--- config.mk ---
export PLATFORM = sky130hd
export DESIGN_NAME = char_lcd_command_nibble_writer
export DESIGN_NICKNAME = d
export VERILOG_FILES = /design/src/rtl/core/clcd_pkg.sv /design/src/rtl/core/char_lcd_command_nibble_writer.sv
export VERILOG_INCLUDE_DIRS = /design/src /design/src/rtl/core
export SDC_FILE = /design/constraint.sdc
export NUM_CORES = 1
export LEC_CHECK = 0
export BUFFER_PORTS_ARGS = -buffer_cell sky130_fd_sc_hd__buf_2
export CORE_UTILIZATION = 35
export CTS_CLUSTER_DIAMETER = 150
export DETAILED_ROUTE_END_ITERATION = 8
export HOLD_SLACK_MARGIN = 0.08
export PLACE_DENSITY = 0.57
export SYNTH_ARGS = -nofsm -noshare
export SYNTH_HDL_FRONTEND = slang
export SYNTH_SLANG_ARGS = --single-unit
--- constraint.sdc ---
create_clock -name clock -period 5.6 [get_ports clock]
set_clock_uncertainty 0.1 [all_clocks]
set_input_delay 0.56 -clock clock [delete_from_list [all_inputs] [get_ports clock]]
set_output_delay 0.56 -clock clock [all_outputs]
set_load 0.05 [all_outputs]
--- src/rtl/core/assert_macros.svh ---
// assertion helpers shared by the rtl modules
// depends on nothing; the using module supplies clock and reset signals
`ifndef ASSERT_MACROS_SVH
`define ASSERT_MACROS_SVH

// checked at every clock edge outside reset
`define CHK_RUN(label, prop, msg) \
   label: assert property (@(posedge clock) disable iff (reset) prop) else $error(msg);

// checked at every clock edge, reset included
`define CHK_ALL(label, prop, msg) \
   label: assert property (@(posedge clock) prop) else $error(msg);

`endif

--- src/rtl/core/clcd_pkg.sv ---
// types, control store and helper functions of the character display writer
// no dependencies
package clcd_pkg;

   localparam int PcWidth = 6;
   typedef logic [PcWidth-1:0] pc_type;

   // operation codes of the request beat
   typedef enum logic [3:0] {
      OP_CHAR      = 4'd0,
      OP_INIT      = 4'd1,
      OP_CLEAR     = 4'd2,
      OP_HOME      = 4'd3,
      OP_ENTRY     = 4'd4,
      OP_DISPCTL   = 4'd5,
      OP_SHIFT     = 4'd6,
      OP_SETPOS    = 4'd7,
      OP_BACKLIGHT = 4'd8,
      OP_SELGLYPH  = 4'd9,
      OP_GLYPHDATA = 4'd10
   } op_type;

   // register indexes of the csr channel
   typedef enum logic [2:0] {
      REG_ROW_COUNT = 3'd0,
      REG_COL_COUNT = 3'd1,
      REG_ROW_BASE0 = 3'd2,
      REG_ROW_BASE1 = 3'd3,
      REG_ROW_BASE2 = 3'd4,
      REG_ROW_BASE3 = 3'd5
   } reg_type;

   typedef enum logic [1:0] {
      EM_NONE,
      EM_NIB,
      EM_BYTE
   } emit_type;

   typedef enum logic [2:0] {
      SRC_CONST,
      SRC_VALUE,
      SRC_ADDR,
      SRC_ENTRY,
      SRC_DISP,
      SRC_SHIFT,
      SRC_GSEL
   } src_type;

   typedef enum logic [3:0] {
      EF_NONE,
      EF_CLRPEND,
      EF_COLSTEP,
      EF_COLZERO,
      EF_ROWLF,
      EF_INCSET,
      EF_INCONE,
      EF_CURZERO,
      EF_CURLOAD,
      EF_BACKLIGHT,
      EF_GSEL,
      EF_GCOUNT
   } eff_type;

   typedef enum logic [2:0] {
      CND_NEXT,
      CND_JUMP,
      CND_OOB,
      CND_NOPEND,
      CND_CNTNE8,
      CND_CHARDISP,
      CND_END
   } cond_type;

   typedef struct packed {
      emit_type   emit;
      src_type    src;
      logic       rs;
      logic [7:0] konst;
      eff_type    eff;
      cond_type   cond;
      pc_type     target;
   } ucode_type;

   // program entry points
   localparam pc_type PC_END      = 6'd0;
   localparam pc_type PC_CHARPEND = 6'd1;
   localparam pc_type PC_CR       = 6'd3;
   localparam pc_type PC_LF       = 6'd4;
   localparam pc_type PC_TAB      = 6'd5;
   localparam pc_type PC_TAB2     = 6'd7;
   localparam pc_type PC_CHR      = 6'd9;
   localparam pc_type PC_INIT     = 6'd11;
   localparam pc_type PC_MOVE00   = 6'd20;
   localparam pc_type PC_MOVECHK  = 6'd21;
   localparam pc_type PC_CLEAR    = 6'd23;
   localparam pc_type PC_HOME     = 6'd24;
   localparam pc_type PC_ENTRY    = 6'd25;
   localparam pc_type PC_DISP     = 6'd26;
   localparam pc_type PC_SHIFT    = 6'd27;
   localparam pc_type PC_SETPOS   = 6'd28;
   localparam pc_type PC_BACKLT   = 6'd29;
   localparam pc_type PC_GSEL     = 6'd30;
   localparam pc_type PC_GDATA    = 6'd31;
   localparam pc_type PC_COUNT    = 6'd35;

   localparam logic [7:0] ChCr    = 8'h0D;
   localparam logic [7:0] ChLf    = 8'h0A;
   localparam logic [7:0] ChTab   = 8'h09;
   localparam logic [7:0] ChSpace = 8'h20;

   // control store: one word per step
   function automatic ucode_type clcd_ucode(input pc_type pc);
      ucode_type w;
      w = '{EM_NONE, SRC_CONST, 1'b0, 8'h00, EF_NONE, CND_END, PC_END};
      unique case (pc)
         6'd0:  w = '{EM_NONE, SRC_CONST, 1'b0, 8'h00, EF_NONE, CND_END, PC_END};
         // char with a glyph pending: move back to the cursor first
         6'd1:  w = '{EM_NONE, SRC_CONST, 1'b0, 8'h00, EF_NONE, CND_OOB, PC_END};
         6'd2:  w = '{EM_BYTE, SRC_ADDR, 1'b0, 8'h00, EF_CLRPEND, CND_CHARDISP, PC_END};
         6'd3:  w = '{EM_NONE, SRC_CONST, 1'b0, 8'h00, EF_COLZERO, CND_END, PC_END};
         6'd4:  w = '{EM_NONE, SRC_CONST, 1'b0, 8'h00, EF_ROWLF, CND_END, PC_END};
         // tab: two spaces, each bounds checked
         6'd5:  w = '{EM_NONE, SRC_CONST, 1'b0, 8'h00, EF_NONE, CND_OOB, PC_TAB2};
         6'd6:  w = '{EM_BYTE, SRC_CONST, 1'b1, ChSpace, EF_COLSTEP, CND_NEXT, PC_END};
         6'd7:  w = '{EM_NONE, SRC_CONST, 1'b0, 8'h00, EF_NONE, CND_OOB, PC_END};
         6'd8:  w = '{EM_BYTE, SRC_CONST, 1'b1, ChSpace, EF_COLSTEP, CND_JUMP, PC_END};
         6'd9:  w = '{EM_NONE, SRC_CONST, 1'b0, 8'h00, EF_NONE, CND_OOB, PC_END};
         6'd10: w = '{EM_BYTE, SRC_VALUE, 1'b1, 8'h00, EF_COLSTEP, CND_JUMP, PC_END};
         // init sequence
         6'd11: w = '{EM_NIB, SRC_CONST, 1'b0, 8'h03, EF_NONE, CND_NEXT, PC_END};
         6'd12: w = '{EM_NIB, SRC_CONST, 1'b0, 8'h03, EF_NONE, CND_NEXT, PC_END};
         6'd13: w = '{EM_NIB, SRC_CONST, 1'b0, 8'h03, EF_NONE, CND_NEXT, PC_END};
         6'd14: w = '{EM_NIB, SRC_CONST, 1'b0, 8'h02, EF_NONE, CND_NEXT, PC_END};
         6'd15: w = '{EM_BYTE, SRC_CONST, 1'b0, 8'h28, EF_NONE, CND_NEXT, PC_END};
         6'd16: w = '{EM_BYTE, SRC_CONST, 1'b0, 8'h08, EF_NONE, CND_NEXT, PC_END};
         6'd17: w = '{EM_BYTE, SRC_CONST, 1'b0, 8'h01, EF_NONE, CND_NEXT, PC_END};
         6'd18: w = '{EM_BYTE, SRC_CONST, 1'b0, 8'h06, EF_INCONE, CND_NEXT, PC_END};
         6'd19: w = '{EM_BYTE, SRC_CONST, 1'b0, 8'h0C, EF_NONE, CND_NEXT, PC_END};
         // move to the cursor position, shared by init, clear and set position
         6'd20: w = '{EM_NONE, SRC_CONST, 1'b0, 8'h00, EF_CURZERO, CND_NEXT, PC_END};
         6'd21: w = '{EM_NONE, SRC_CONST, 1'b0, 8'h00, EF_NONE, CND_OOB, PC_END};
         6'd22: w = '{EM_BYTE, SRC_ADDR, 1'b0, 8'h00, EF_NONE, CND_JUMP, PC_END};
         6'd23: w = '{EM_BYTE, SRC_CONST, 1'b0, 8'h01, EF_NONE, CND_JUMP, PC_MOVE00};
         6'd24: w = '{EM_BYTE, SRC_CONST, 1'b0, 8'h02, EF_NONE, CND_JUMP, PC_END};
         6'd25: w = '{EM_BYTE, SRC_ENTRY, 1'b0, 8'h00, EF_INCSET, CND_JUMP, PC_END};
         6'd26: w = '{EM_BYTE, SRC_DISP, 1'b0, 8'h00, EF_NONE, CND_JUMP, PC_END};
         6'd27: w = '{EM_BYTE, SRC_SHIFT, 1'b0, 8'h00, EF_NONE, CND_JUMP, PC_END};
         6'd28: w = '{EM_NONE, SRC_CONST, 1'b0, 8'h00, EF_CURLOAD, CND_JUMP, PC_MOVECHK};
         6'd29: w = '{EM_NONE, SRC_CONST, 1'b0, 8'h00, EF_BACKLIGHT, CND_END, PC_END};
         6'd30: w = '{EM_BYTE, SRC_GSEL, 1'b0, 8'h00, EF_GSEL, CND_JUMP, PC_END};
         // glyph row data
         6'd31: w = '{EM_NONE, SRC_CONST, 1'b0, 8'h00, EF_NONE, CND_NOPEND, PC_END};
         6'd32: w = '{EM_BYTE, SRC_VALUE, 1'b1, 8'h00, EF_GCOUNT, CND_NEXT, PC_END};
         6'd33: w = '{EM_NONE, SRC_CONST, 1'b0, 8'h00, EF_NONE, CND_CNTNE8, PC_END};
         6'd34: w = '{EM_BYTE, SRC_CONST, 1'b0, 8'h80, EF_CLRPEND, CND_JUMP, PC_END};
         default: w = '{EM_NONE, SRC_CONST, 1'b0, 8'h00, EF_NONE, CND_END, PC_END};
      endcase
      return w;
   endfunction

   // first step for a character, by its code
   function automatic pc_type clcd_char_entry(input logic [7:0] ch);
      pc_type p;
      if (ch == ChCr) begin
         p = PC_CR;
      end else if (ch == ChLf) begin
         p = PC_LF;
      end else if (ch == ChTab) begin
         p = PC_TAB;
      end else begin
         p = PC_CHR;
      end
      return p;
   endfunction

   // first step for an accepted request
   function automatic pc_type clcd_entry(input logic [3:0] op, input logic pend,
                                         input logic [7:0] ch);
      pc_type p;
      unique case (op)
         OP_CHAR:      p = pend ? PC_CHARPEND : clcd_char_entry(ch);
         OP_INIT:      p = PC_INIT;
         OP_CLEAR:     p = PC_CLEAR;
         OP_HOME:      p = PC_HOME;
         OP_ENTRY:     p = PC_ENTRY;
         OP_DISPCTL:   p = PC_DISP;
         OP_SHIFT:     p = PC_SHIFT;
         OP_SETPOS:    p = PC_SETPOS;
         OP_BACKLIGHT: p = PC_BACKLT;
         OP_SELGLYPH:  p = PC_GSEL;
         OP_GLYPHDATA: p = PC_GDATA;
         default:      p = PC_END;
      endcase
      return p;
   endfunction

   // remainder by three of a 9-bit value via base-4 digit sums
   function automatic logic [1:0] clcd_mod3(input logic [8:0] x);
      logic [3:0] s;
      logic [2:0] t;
      s = {2'b00, x[1:0]} + {2'b00, x[3:2]} + {2'b00, x[5:4]} + {2'b00, x[7:6]}
          + {3'b000, x[8]};
      t = {1'b0, s[3:2]} + {1'b0, s[1:0]};
      if (t >= 3'd3) begin
         t = t - 3'd3;
      end
      if (t == 3'd3) begin
         t = 3'd0;
      end
      return t[1:0];
   endfunction

endpackage

--- src/rtl/core/char_lcd_command_nibble_writer.sv ---
// character display writer top level: microcoded sequencer and port byte datapath
// depends on clcd_pkg and assert_macros.svh
//
// usage
// - req channel: one beat per character or command; tuser carries the operation,
//   tdata the value, target row, target column and backlight level
// - rsp channel: one beat per port write to the display; tdata is the port byte,
//   tlast marks the final write caused by a request (requests with no writes
//   give no beats)
// - csr channel: register writes, taken any cycle, meant for idle periods only
// - a request gives one port write per cycle while the rsp side does not stall,
//   and each control step that writes nothing adds to its run; the single
//   write-per-cycle emit path of the sequencer sets that rate
// - each write first goes to a hold register and moves to the output register
//   when the next write or the end of the program pushes it out: one write is
//   held back so that tlast can be set once the program ends
// - req_tready stays low while a program runs; a new request is taken the
//   cycle after the last write has moved to the output register
// - a stalled rsp side freezes the sequencer at its next write or end step,
//   with the beat held in place; reset: cursor 0,0, increment mode, backlight
//   on, no glyph pending, 4 rows by 20 columns with row bases 0, 64, 20, 84
`include "assert_macros.svh"

module char_lcd_command_nibble_writer
   import clcd_pkg::*;
(
   input  logic        clock,
   input  logic        reset,
   input  logic        req_tvalid,
   output logic        req_tready,
   input  logic [31:0] req_tdata,   // value[7:0], row[15:8], col[23:16], level[31:24]
   input  logic [3:0]  req_tuser,   // operation[3:0]
   output logic        rsp_tvalid,
   input  logic        rsp_tready,
   output logic [7:0]  rsp_tdata,   // port_byte[7:0]
   output logic        rsp_tlast,
   input  logic        csr_valid,
   output logic        csr_ready,
   input  logic [2:0]  csr_index,
   input  logic [7:0]  csr_data
);

   // config registers
   logic [2:0] row_count_ff, row_count_in;
   logic [5:0] col_count_ff, col_count_in;
   logic [6:0] row_base_ff [4];
   logic [6:0] row_base_in [4];

   // display state
   logic [7:0] cur_row_ff, cur_row_in;
   logic [7:0] cur_col_ff, cur_col_in;
   logic       inc_mode_ff, inc_mode_in;
   logic       backlight_ff, backlight_in;
   logic       glyph_pend_ff, glyph_pend_in;
   logic [3:0] glyph_cnt_ff, glyph_cnt_in;

   // sequencer
   logic       busy_ff, busy_in;
   pc_type     pc_ff, pc_in;
   logic [2:0] wcnt_ff, wcnt_in;

   // latched request fields
   logic [7:0] value_ff, value_in;
   logic [7:0] tgt_row_ff, tgt_row_in;
   logic [7:0] tgt_col_ff, tgt_col_in;
   logic [7:0] level_ff, level_in;

   // held write and output register
   logic       hold_valid_ff, hold_valid_in;
   logic [7:0] hold_byte_ff, hold_byte_in;
   logic       rsp_valid_ff, rsp_valid_in;
   logic [7:0] rsp_byte_ff, rsp_byte_in;
   logic       rsp_last_ff, rsp_last_in;

   ucode_type  uw;
   logic [2:0] eff_rows;
   logic       in_bounds;
   logic [7:0] addr_byte;
   logic [7:0] src_byte;
   logic [3:0] nib;
   logic       enable_bit;
   logic [7:0] wr_byte;
   logic       out_free;
   logic       emitting;
   logic       stall;
   logic       step_done;
   logic [2:0] last_wcnt;
   logic [8:0] row_plus;
   logic [7:0] lf_row;
   logic       req_accept;

   assign req_tready = !busy_ff;
   assign req_accept = req_tvalid && !busy_ff;
   assign csr_ready  = 1'b1;
   assign rsp_tvalid = rsp_valid_ff;
   assign rsp_tdata  = rsp_byte_ff;
   assign rsp_tlast  = rsp_last_ff;

   always_comb begin
      uw        = clcd_ucode(pc_ff);
      eff_rows  = (row_count_ff > 3'd4) ? 3'd4 : row_count_ff;
      in_bounds = (cur_row_ff < {5'd0, eff_rows}) && (cur_col_ff < {2'd0, col_count_ff});
      // set address command for the cursor, wrapping inside display memory
      addr_byte = {1'b1, row_base_ff[cur_row_ff[1:0]] + cur_col_ff[6:0]};

      unique case (uw.src)
         SRC_CONST: src_byte = uw.konst;
         SRC_VALUE: src_byte = value_ff;
         SRC_ADDR:  src_byte = addr_byte;
         SRC_ENTRY: src_byte = {6'b000001, value_ff[1:0]};
         SRC_DISP:  src_byte = {5'b00001, value_ff[2:0]};
         SRC_SHIFT: src_byte = {4'b0001, value_ff[2], value_ff[1], 2'b00};
         SRC_GSEL:  src_byte = {2'b01, value_ff[2:0], 3'b000};
         default:   src_byte = uw.konst;
      endcase

      // byte: high nibble in writes 0..2, low nibble in writes 3..5
      if (uw.emit == EM_NIB) begin
         nib       = uw.konst[3:0];
         last_wcnt = 3'd2;
      end else begin
         nib       = (wcnt_ff < 3'd3) ? src_byte[7:4] : src_byte[3:0];
         last_wcnt = 3'd5;
      end
      enable_bit = (wcnt_ff == 3'd1) || (wcnt_ff == 3'd4);
      wr_byte    = {nib, backlight_ff, enable_bit, 1'b0, uw.rs};

      out_free  = !rsp_valid_ff || rsp_tready;
      emitting  = busy_ff && (uw.emit != EM_NONE);
      stall     = busy_ff && ((uw.emit != EM_NONE) || (uw.cond == CND_END))
                  && hold_valid_ff && !out_free;
      step_done = busy_ff && !stall && ((uw.emit == EM_NONE) || (wcnt_ff == last_wcnt));

      // line feed: next row modulo the rows in use
      row_plus = {1'b0, cur_row_ff} + 9'd1;
      unique case (eff_rows)
         3'd2:    lf_row = {7'd0, row_plus[0]};
         3'd3:    lf_row = {6'd0, clcd_mod3(row_plus)};
         3'd4:    lf_row = {6'd0, row_plus[1:0]};
         default: lf_row = 8'd0;
      endcase
   end

   // sequencer, effects and output staging
   always_comb begin
      busy_in       = busy_ff;
      pc_in         = pc_ff;
      wcnt_in       = wcnt_ff;
      value_in      = value_ff;
      tgt_row_in    = tgt_row_ff;
      tgt_col_in    = tgt_col_ff;
      level_in      = level_ff;
      cur_row_in    = cur_row_ff;
      cur_col_in    = cur_col_ff;
      inc_mode_in   = inc_mode_ff;
      backlight_in  = backlight_ff;
      glyph_pend_in = glyph_pend_ff;
      glyph_cnt_in  = glyph_cnt_ff;
      hold_valid_in = hold_valid_ff;
      hold_byte_in  = hold_byte_ff;
      rsp_valid_in  = rsp_valid_ff && !rsp_tready;
      rsp_byte_in   = rsp_byte_ff;
      rsp_last_in   = rsp_last_ff;

      if (req_accept) begin
         busy_in    = 1'b1;
         pc_in      = clcd_entry(req_tuser, glyph_pend_ff, req_tdata[7:0]);
         wcnt_in    = 3'd0;
         value_in   = req_tdata[7:0];
         tgt_row_in = req_tdata[15:8];
         tgt_col_in = req_tdata[23:16];
         level_in   = req_tdata[31:24];
      end

      // a new write pushes the held one out, not marked last
      if (emitting && !stall) begin
         if (hold_valid_ff) begin
            rsp_valid_in = 1'b1;
            rsp_byte_in  = hold_byte_ff;
            rsp_last_in  = 1'b0;
         end
         hold_valid_in = 1'b1;
         hold_byte_in  = wr_byte;
      end

      if (busy_ff && !stall) begin
         wcnt_in = step_done ? 3'd0 : wcnt_ff + 3'd1;
      end

      if (step_done) begin
         unique case (uw.eff)
            EF_NONE:      ;
            EF_CLRPEND:   glyph_pend_in = 1'b0;
            EF_COLSTEP:   cur_col_in = inc_mode_ff ? cur_col_ff + 8'd1 : cur_col_ff - 8'd1;
            EF_COLZERO:   cur_col_in = 8'd0;
            EF_ROWLF:     cur_row_in = lf_row;
            EF_INCSET:    inc_mode_in = value_ff[1];
            EF_INCONE:    inc_mode_in = 1'b1;
            EF_CURZERO: begin
               cur_row_in = 8'd0;
               cur_col_in = 8'd0;
            end
            EF_CURLOAD: begin
               cur_row_in = tgt_row_ff;
               cur_col_in = tgt_col_ff;
            end
            EF_BACKLIGHT: begin
               if (value_ff == 8'd1) begin
                  backlight_in = (level_ff != 8'd0);
               end
            end
            EF_GSEL: begin
               glyph_pend_in = 1'b1;
               glyph_cnt_in  = 4'd0;
            end
            EF_GCOUNT:    glyph_cnt_in = glyph_cnt_ff + 4'd1;
            default:      ;
         endcase

         unique case (uw.cond)
            CND_NEXT:     pc_in = pc_ff + 6'd1;
            CND_JUMP:     pc_in = uw.target;
            CND_OOB:      pc_in = in_bounds ? pc_ff + 6'd1 : uw.target;
            CND_NOPEND:   pc_in = glyph_pend_ff ? pc_ff + 6'd1 : uw.target;
            CND_CNTNE8:   pc_in = (glyph_cnt_ff != 4'd8) ? uw.target : pc_ff + 6'd1;
            CND_CHARDISP: pc_in = clcd_char_entry(value_ff);
            CND_END: begin
               // flush the held write as the last beat of this request
               busy_in = 1'b0;
               if (hold_valid_ff) begin
                  rsp_valid_in  = 1'b1;
                  rsp_byte_in   = hold_byte_ff;
                  rsp_last_in   = 1'b1;
                  hold_valid_in = 1'b0;
               end
            end
            default:      pc_in = PC_END;
         endcase
      end
   end

   // csr writes
   always_comb begin
      row_count_in = row_count_ff;
      col_count_in = col_count_ff;
      row_base_in  = row_base_ff;
      if (csr_valid) begin
         unique case (csr_index)
            REG_ROW_COUNT: row_count_in   = csr_data[2:0];
            REG_COL_COUNT: col_count_in   = csr_data[5:0];
            REG_ROW_BASE0: row_base_in[0] = csr_data[6:0];
            REG_ROW_BASE1: row_base_in[1] = csr_data[6:0];
            REG_ROW_BASE2: row_base_in[2] = csr_data[6:0];
            REG_ROW_BASE3: row_base_in[3] = csr_data[6:0];
            default:       ;
         endcase
      end
   end

   always_ff @(posedge clock) begin
      if (reset) begin
         busy_ff       <= 1'b0;
         pc_ff         <= PC_END;
         wcnt_ff       <= 3'd0;
         hold_valid_ff <= 1'b0;
         rsp_valid_ff  <= 1'b0;
         cur_row_ff    <= 8'd0;
         cur_col_ff    <= 8'd0;
         inc_mode_ff   <= 1'b1;
         backlight_ff  <= 1'b1;
         glyph_pend_ff <= 1'b0;
         glyph_cnt_ff  <= 4'd0;
         row_count_ff  <= 3'd4;
         col_count_ff  <= 6'd20;
         row_base_ff   <= '{7'd0, 7'd64, 7'd20, 7'd84};
      end else begin
         busy_ff       <= busy_in;
         pc_ff         <= pc_in;
         wcnt_ff       <= wcnt_in;
         hold_valid_ff <= hold_valid_in;
         rsp_valid_ff  <= rsp_valid_in;
         cur_row_ff    <= cur_row_in;
         cur_col_ff    <= cur_col_in;
         inc_mode_ff   <= inc_mode_in;
         backlight_ff  <= backlight_in;
         glyph_pend_ff <= glyph_pend_in;
         glyph_cnt_ff  <= glyph_cnt_in;
         row_count_ff  <= row_count_in;
         col_count_ff  <= col_count_in;
         row_base_ff   <= row_base_in;
      end
   end

   // payload, no reset needed
   always_ff @(posedge clock) begin
      value_ff     <= value_in;
      tgt_row_ff   <= tgt_row_in;
      tgt_col_ff   <= tgt_col_in;
      level_ff     <= level_in;
      hold_byte_ff <= hold_byte_in;
      rsp_byte_ff  <= rsp_byte_in;
      rsp_last_ff  <= rsp_last_in;
   end

   // a held write never outlives its program
   `CHK_RUN(a_hold_only_busy, !busy_ff |-> !hold_valid_ff, "held write while idle")
   // write counter stays inside one byte
   `CHK_RUN(a_wcnt_range, wcnt_ff <= 3'd5, "write counter out of range")
   // step counter stays inside the control store
   `CHK_RUN(a_pc_range, pc_ff < PC_COUNT, "step counter outside control store")
   // glyph rows never run past eight
   `CHK_RUN(a_glyph_cnt, glyph_cnt_ff <= 4'd8, "glyph row count above eight")
   // reset leaves the sequencer idle
   `CHK_ALL(a_reset_idle, reset |=> !busy_ff && !rsp_valid_ff, "busy after reset")

endmodule
==> impl_summary.md, run 1 <==
Run status
The run finished with clean final reports.

Global route
The first-pass GRT wire length is 33.1 mm. The remaining global-route overflow is 0. Across every metal layer, demand over resource in global routing totals 0.177. The number of antenna violations at the first check in global routing is 0. The pin count of the biggest net entering global routing is 54.

The via count of the first global-routing pass came to 6,287.

Worst setup path
In this run the worst path has a maximum fanout of 13. The kind of cell with the highest combined delay along the critical path is adder cells. The stage delay of the slowest cell on the critical path is 680 ps. The most used cell along the critical path is sky130_fd_sc_hd__ha_1. The endpoint required time on the critical path is 5860 ps. STA classifies the critical path startpoint as a flip-flop. Traced cell by cell, the critical path runs through ha_1, fa_1, fa_1, ha_1, fa_1, ha_1, fa_1, ha_1, ha_1, or3_1, a21oi_1, a21oi_1, o21ai_0, mux2i_1, nor2_1. The worst endpoint data arrival time is 5190 ps. The kind of end point of the critical path is a flip-flop. The critical path is of the reg -> reg type.

The slowest stage of the critical path is the sky130_fd_sc_hd__dfxtp_1 cell. The number of buffer and inverter stages on the critical path is 0.

Timing
The number of pins with negative max-slew slack in the final report is 0. Setup repair after global routing left no endpoint under its margin. The clock period could shrink to 4930 ps. The tightest slew margin relative to the limit is 0.344. The final number of hold-violating endpoints came to 0. Adding up every negative setup slack in the final design gives 0 ps. Derived from the worst setup path, the maximum achievable clock frequency is 203 MHz. The final-report setup violation count is 0.

The final clock period utilization by the worst path is 0.881. For the pin with the worst max-slew slack, the measured transition is 980 ps.

Route
The post-detailed-route via-to-cell ratio is 5.41. In this run, the number of DRC markers left after iteration 0 of detailed routing was 395. The residual DRC count is 0. The detailed-routing iteration count for the pre-antenna-repair pass is 4.

Summed over all layers, the routed wires come to 20.0 mm. The residual antenna-violating net count after detailed routing is 0. The detailed router placed 6,523 vias in this run.

The mean routed wirelength per cell is 16.6 um.

Logic synthesis
The largest area contributor in the synthesized netlist is sky130_fd_sc_hd__dfxtp_1. The async set-or-reset flop fraction in the synthesized netlist is 0. Yosys mapped a number of flops with a built-in enable equal to 39. In the synthesized netlist the dominant register cell turns out to be sky130_fd_sc_hd__dfxtp_1. The total nets after synthesis is 958. The synthesized netlist occupies a cell area of 8130 sq um.

Synthesis produced 861 cells. By area the synthesized netlist is led by sky130_fd_sc_hd__dfxtp_1 26%, sky130_fd_sc_hd__edfxtp_1 14%, sky130_fd_sc_hd__ha_1 5.8%, sky130_fd_sc_hd__nor2_1 4.8%, sky130_fd_sc_hd__a21oi_1 3.0%. The warning count from the yosys run is 0. Dividing the synthesized area by the synthesized cell count gives 9.44 sq um. The share of synthesized area in the top cell type comes to 0.256.

The sequential area share after synthesis is 0.400. The number of unique standard cell types used by synthesis is 91. Counting flops and latches in the post-synthesis netlist gives 143.

Placed design
The placed instances occupy a cell area of 8620 sq um. At the end of routability-driven placement, the weighted congestion stood at 0.877. In this run the tool buffered the top-level ports with 61 buffer cells.

After legalization and detailed placement, the total HPWL measured 15.0 mm.

Pwr
The internal power summed over all cells is 2.28 mW. The static power due to leakage is 3.65 nW. The total power consumption of the routed design is 3.55 mW. Of the total power, registers draw 0.377. In this run the power spent charging and discharging nets is 1.27 mW. Of the total power, combinational logic draws 0.288. The maximum ir drop on the vdd rail is 0.164 mV. Dividing total power by cell area gives a power density of 384 nW/um^2.

The power share of the clock group is 0.334. Of the total power, the share spent switching nets is 0.358.

Clocking
The number of resized instances in the post-cts repair step is 0. TritonCTS built the clock tree. No sink is reached through more buffers than the 2 on the longest clock path.

The later pin in the worst-skew pair is clocked with a latency of 430 ps. CTS saw 143 sinks. Post-CTS timing repair inserted 0 buffers for setup. The clock tree root buffer cell is sky130_fd_sc_hd__clkbuf_16. The number of levels in the clock H-tree is 4. After clock tree synthesis, the flow added hold-fix buffers numbering 0. After clock tree synthesis, the clock-pin slew on the worst setup and hold paths is 60 ps. In this run, CTS created clock tree buffers numbering 17.

Worst hold path
The kind of path behind the tightest hold check is in -> reg.

Die
The initial utilization of the core area, before any placement, comes to 0.358. The floorplan has 55 rows. The I/O pin count is 64. The die covers 23,800 sq um.

The die is 154 um wide. After floorplanning, the core was sized to cover 22,700 sq um. The die is 154 um tall.

Layout
The layout overhead on the synthesized area is 13.6%. In the layout the commonest cells are 104 x sky130_fd_sc_hd__nor2_1, 104 x sky130_fd_sc_hd__dfxtp_1, 61 x sky130_fd_sc_hd__nand2_1, 61 x sky130_fd_sc_hd__buf_2, 48 x sky130_fd_sc_hd__a21oi_1. For this run, the share of the core covered by cells in the final layout is 0.407. In the final layout, the multi-input gates occupy 4500 sq um. The share of final-layout standard cells stronger than drive strength 1 is 0.162. Fill cells in the final layout number 2,286.

Across the whole layout, storage elements account for 3250 sq um. The post-layout net count is 1,004. Summing all non-filler instances in the final layout gives an area of 9240 sq um.

The number of antenna cells inserted is 0.

Run
The reported max-cap violation count is 0.
[worst paths after layout]
check           startpoint              end  slack [ps]  cells after the start
max          cur_row_ff[1]    cur_row_ff[1]         670                     15
min          req_tdata[29]      level_ff[5]         200                      1
max reg2reg  cur_row_ff[1]    cur_row_ff[1]         670                     15
min reg2reg         uw[21]  hold_byte_ff[0]         300                      0
[power groups by stage]
stage | clock network [mW] | registers (mW) | logic [mW]
5_1_grt | 1.26 | 1.36 | 1.12
3_3_place_gp | 0 | 1.36 | 1.01
6_report | 1.19 | 1.34 | 1.02
2_1_floorplan | 0 | 1.37 | 0.753
4_1_cts | 1.22 | 1.34 | 1.02
3_5_place_dp | 0 | 1.36 | 1.01
[stage by stage]
step	hold WS, ps	cells	setup slack, ps
6_report	204	1205	666
5_1_grt	181	1205	353
4_1_cts	184	1205	609
3_5_place_dp	289	1173	656
3_3_place_gp	294	1173	734
2_1_floorplan	286	861	797
[layer usage]
metal  track usage  vias to the layer above  wire [um]
li1              -                     3241          -
met1         0.226                     3132       9250
met2         0.298                      120       9690
met3        0.0314                       30        560
met4        0.0674                        0        490
met5             0                        -          0
[synth_stat cells (15+ instances only)]
cell	count
sky130_fd_sc_hd__o21ai_0	20
sky130_fd_sc_hd__ha_1	38
sky130_fd_sc_hd__inv_1	38
sky130_fd_sc_hd__a211o_1	15
sky130_fd_sc_hd__a22oi_1	20
sky130_fd_sc_hd__nor2b_1	15
sky130_fd_sc_hd__xnor2_1	20
sky130_fd_sc_hd__clkbuf_1	24
sky130_fd_sc_hd__nor3_1	15
sky130_fd_sc_hd__nand2_1	61
sky130_fd_sc_hd__nand3_1	24
sky130_fd_sc_hd__a211oi_1	17
sky130_fd_sc_hd__dfxtp_1	104
sky130_fd_sc_hd__edfxtp_1	39
sky130_fd_sc_hd__a21oi_1	48
sky130_fd_sc_hd__mux2i_1	24
sky130_fd_sc_hd__nor2_1	104
[sequential cells by signal, indices dropped and copies added (netlist names)]
register / count
tgt_row_ff: 8
rsp_tlast: 1
row_base_ff: 28
tgt_col_ff: 8
cur_col_ff: 8
glyph_cnt_ff: 4
pc_ff: 6
busy_ff: 1
cur_row_ff: 8
wcnt_ff: 3
row_count_ff: 3
backlight_ff: 1
rsp_tdata: 8
rsp_tvalid: 1
hold_valid_ff: 1
col_count_ff: 6
glyph_pend_ff: 1
level_ff: 8
inc_mode_ff: 1
uw: 23
value_ff: 8
hold_byte_ff: 7
[area by class of cell]
| cell class | count | share of cell area |
|---|---|---|
| clock buffers | 18 | 0.0475 |
| clock inverters | 14 | 0.0194 |
| well taps | 285 | 0.0386 |
| flip-flops and latches | 143 | 0.352 |
| repair buffers | 66 | 0.0371 |
| multi-input cells | 637 | 0.487 |
| inverters | 42 | 0.0177 |
[cells by family (layout without fill, tap and decap cells)]
| group | after synthesis | after routing | synth area share |
|---|---|---|---|
| AOI/OAI and AO/OA | 223 | 223 | 0.199 |
| xor gates and xnor gates | 27 | 27 | 0.0291 |
| adders and majority gates | 45 | 45 | 0.0757 |
| muxes | 41 | 41 | 0.0628 |
| buffers and inverters | 81 | 140 | 0.0466 |
| and+or+nand+nor | 300 | 300 | 0.186 |
| DFF | 143 | 143 | 0.400 |
| other | 1 | 1 | 0.000461 |
[worst reg2reg max path, cell delays in order (launching register included)]
cell	delay, ps
sky130_fd_sc_hd__dfxtp_1	680
sky130_fd_sc_hd__ha_1	380
sky130_fd_sc_hd__fa_1	530
sky130_fd_sc_hd__fa_1	490
sky130_fd_sc_hd__ha_1	220
sky130_fd_sc_hd__fa_1	430
sky130_fd_sc_hd__ha_1	200
sky130_fd_sc_hd__fa_1	470
sky130_fd_sc_hd__ha_1	220
sky130_fd_sc_hd__ha_1	200
sky130_fd_sc_hd__or3_1	370
sky130_fd_sc_hd__a21oi_1	170
sky130_fd_sc_hd__a21oi_1	50
sky130_fd_sc_hd__o21ai_0	160
sky130_fd_sc_hd__mux2i_1	100
sky130_fd_sc_hd__nor2_1	110
Note: power is estimated with default switching activity, not from simulation.
==> run 2: changes to the inputs <==
CORE_UTILIZATION = 59   (was 35)
CTS_CLUSTER_DIAMETER = 30   (was 150)
PLACE_DENSITY = 0.85   (was 0.57)
==> run 2 against run 1 <==
Net effect:
- critical path type unchanged
- worst setup slack improved by 150 ps
- cell area fell by 1.7%
- largest power group unchanged
- sequential power barely moved
==> impl_summary.md, run 2 (same netlist as run 1, synthesis figures left out) <==
Timing
The aggregate negative setup slack was 0 ps (unchanged). The final-report setup violation count was 0 (unchanged). The number of pins with negative max-slew slack in the final report is 0 (unchanged). The final number of hold-violating endpoints is 0 (unchanged). The highest clock rate was 209 MHz (+3.0%). Setup repair after global routing left no endpoint under its margin. The final critical delay including setup and external delays came to 4790 ps (-145 ps). The final clock period utilization by the worst path is 0.855 (-0.0259). The slew at the pin with the worst max-slew slack is 1020 ps (+45.0 ps). The tightest slew margin relative to the limit is 0.314 (-0.0301).

Worst setup path
The slowest cell on the critical path is sky130_fd_sc_hd__fa_1. The highest net fanout along the worst path is 7 (-6). The setup slack of the worst register-to-register path is 810 ps (+150 ps). The sort of element at the start of the critical path is a flip-flop.

The number of buffer and inverter stages on the critical path was 0 (unchanged). The endpoint required time on the critical path is 5870 ps (about the same). The critical path is of the reg -> reg type.

The number of stages on the worst setup path is 17 (+2). Walking the worst path, the cells encountered are and3_1, nand3_1, xnor2_1, fa_1, fa_1, ha_1, fa_1, ha_1, fa_1, ha_1, ha_1, or3_1, a21oi_1, a21oi_1, o21ai_0, mux2i_1, nor2_1. The stage delay of the slowest cell on the critical path is 490 ps (-190 ps).

The worst endpoint data arrival time was 5060 ps (-130 ps). The worst setup path is captured at a flip-flop. Broken down by cell family, the worst path's largest delay share belongs to adder cells. The worst reg2reg path depth is 17 (+2).

Run status
The flow ran to the end, and the final reports show no timing, DRC or antenna violations.

Route
The detailed-routing iteration count for the pre-antenna-repair pass was 5 (+1). The final wirelength was 19.6 mm (-2.0%). The number of DRC violations after detailed-routing iteration 0 is 707 (+79%). The overall via count from detail_route came to 6,814 (+4.5%).

The mean routed wirelength per cell is 17.9 um (+7.7%). The residual antenna-violating net count after detailed routing came to 0 (unchanged). The post-detailed-route via-to-cell ratio is 6.21 (+15%). The residual DRC count came to 0 (unchanged).

Die
The I/O pin count was 64 (unchanged). The initial core utilization is 0.609 (+0.251). The die footprint is 14,300 sq um (-40%). The area of the core is 13,300 sq um (-41%). The row count is 42 (-24%).

The width of the die was 119 um (-23%). The height of the chip is 119 um (-23%).

Layout
The post-layout net count is 1,005 (+0.10%). In the layout the commonest cells are 104 x sky130_fd_sc_hd__nor2_1, 104 x sky130_fd_sc_hd__dfxtp_1, 61 x sky130_fd_sc_hd__nand2_1, 61 x sky130_fd_sc_hd__buf_2, 48 x sky130_fd_sc_hd__a21oi_1. The share of final-layout standard cells stronger than drive strength 1 is 0.162 (-0.000176). row_base_ff holds more flip-flops than any other register. The layout overhead on the synthesized area is 11.7%. The fill cell total of the finished layout is 1,050 (-54%).

The post-layout utilization of the core is 0.680 (+0.273). The number of antenna cells inserted is 0 (unchanged). The flip-flop count of the largest register, all copies and words added is 28 (unchanged).

Clocking
The number of buffers added by the clock tree synthesis step came to 17 (unchanged). TritonCTS built the clock tree. The hold-fix buffer count after cts is 0 (unchanged). The number of clock sinks was 143 (unchanged). The worst-skew pair later-pin latency is 440 ps (about the same).

The number of resized instances in the post-cts repair step is 0 (unchanged). The clock transition at the registers of the reported paths is 60 ps (about the same). The number of post-CTS setup repair buffers is 0 (unchanged). The number of levels in the clock H-tree was 4 (unchanged). The clock tree root buffer cell is sky130_fd_sc_hd__clkbuf_16. The number of buffers on the longest clock path was 2 (unchanged).

Placed design
The count of buffers from port buffering is 61 (unchanged). The total half-perimeter wirelength after legalization and detailed placement was 13.8 mm (-8.4%). The routability congestion estimate is 0.945 (+7.8%).

Pwr
The maximum ir drop on the vdd rail came to 0.249 mV (+52%). The power per standard cell area is 386 nW/um^2 (+0.50%). The static power due to leakage is 3.65 nW (about the same).

Global route
The global routing usage summed across all routing layers is 0.290 (+0.113). The pin count of the biggest net entering global routing came to 53 (-1.9%). The remaining global-route overflow is 0 (unchanged). The first-pass GRT wire length is 32.0 mm (-3.3%). The number of antenna violations at the first check in global routing is 0 (unchanged). The via count of the first global-routing pass is 6,473 (+3.0%).

Worst hold path
The cell depth of the worst hold path is 1 (unchanged). The tightest min-delay check is of the in -> reg type.

Run
The reported max-cap violation count is 0 (unchanged).
## run 2: layout make-up
type                            instances  area [sq um]  area share
Clock inverter                         12           118      0.0130
Multi-Input combinational cell        637          4500       0.496
Timing Repair Buffer                   67           350      0.0386
Sequential cell                       143          3250       0.358
Tap cell                              176           220      0.0243
Inverter                               42           164      0.0181
Clock buffer                           20           468      0.0516
## run 2: power by group
group / internal [mW] / switching (mW)
Sequential: 1.20 / 0.144
Combinational: 0.360 / 0.669
Clock: 0.659 / 0.472
Total: 2.22 / 1.29
## run 2: through the flow
stage / hold WS, ps / power [mW] / setup WS, ps / cell area (sq um) / instances
floorplan: 286 / 2.13 / 797 / 8130 / 861
global placement: 293 / 2.33 / 933 / 8490 / 1065
detailed placement: 289 / 2.36 / 840 / 8490 / 1065
CTS: 186 / 3.49 / 809 / 9080 / 1097
global route: 175 / 3.66 / 539 / 9080 / 1097
finish: 196 / 3.50 / 811 / 9080 / 1097
## run 2: per-layer routing
metal,track usage,up-vias,share of wire
met5,0,-,0
met3,0.0704,47,0.071
li1,-,3250,-
met1,0.379,3245,0.44
met2,0.453,272,0.46
met4,0.131,0,0.031
## run 2: final timing paths
kind | endpoint | from
max reg2reg | cur_row_ff[1] | cur_row_ff[2]
min reg2reg | hold_byte_ff[0] | uw[21]
min | tgt_col_ff[1] | req_tdata[17]
max | cur_row_ff[1] | cur_row_ff[2]
## run 2: worst reg2reg max path, delay by kind of cell, from the launching register on
kind / cells / cell delay [ps]
mux: 1 / 80
xor+xnor: 1 / 200
compound gates: 3 / 360
flops: 1 / 480
simple gates: 4 / 810
fa+ha+maj: 8 / 2720
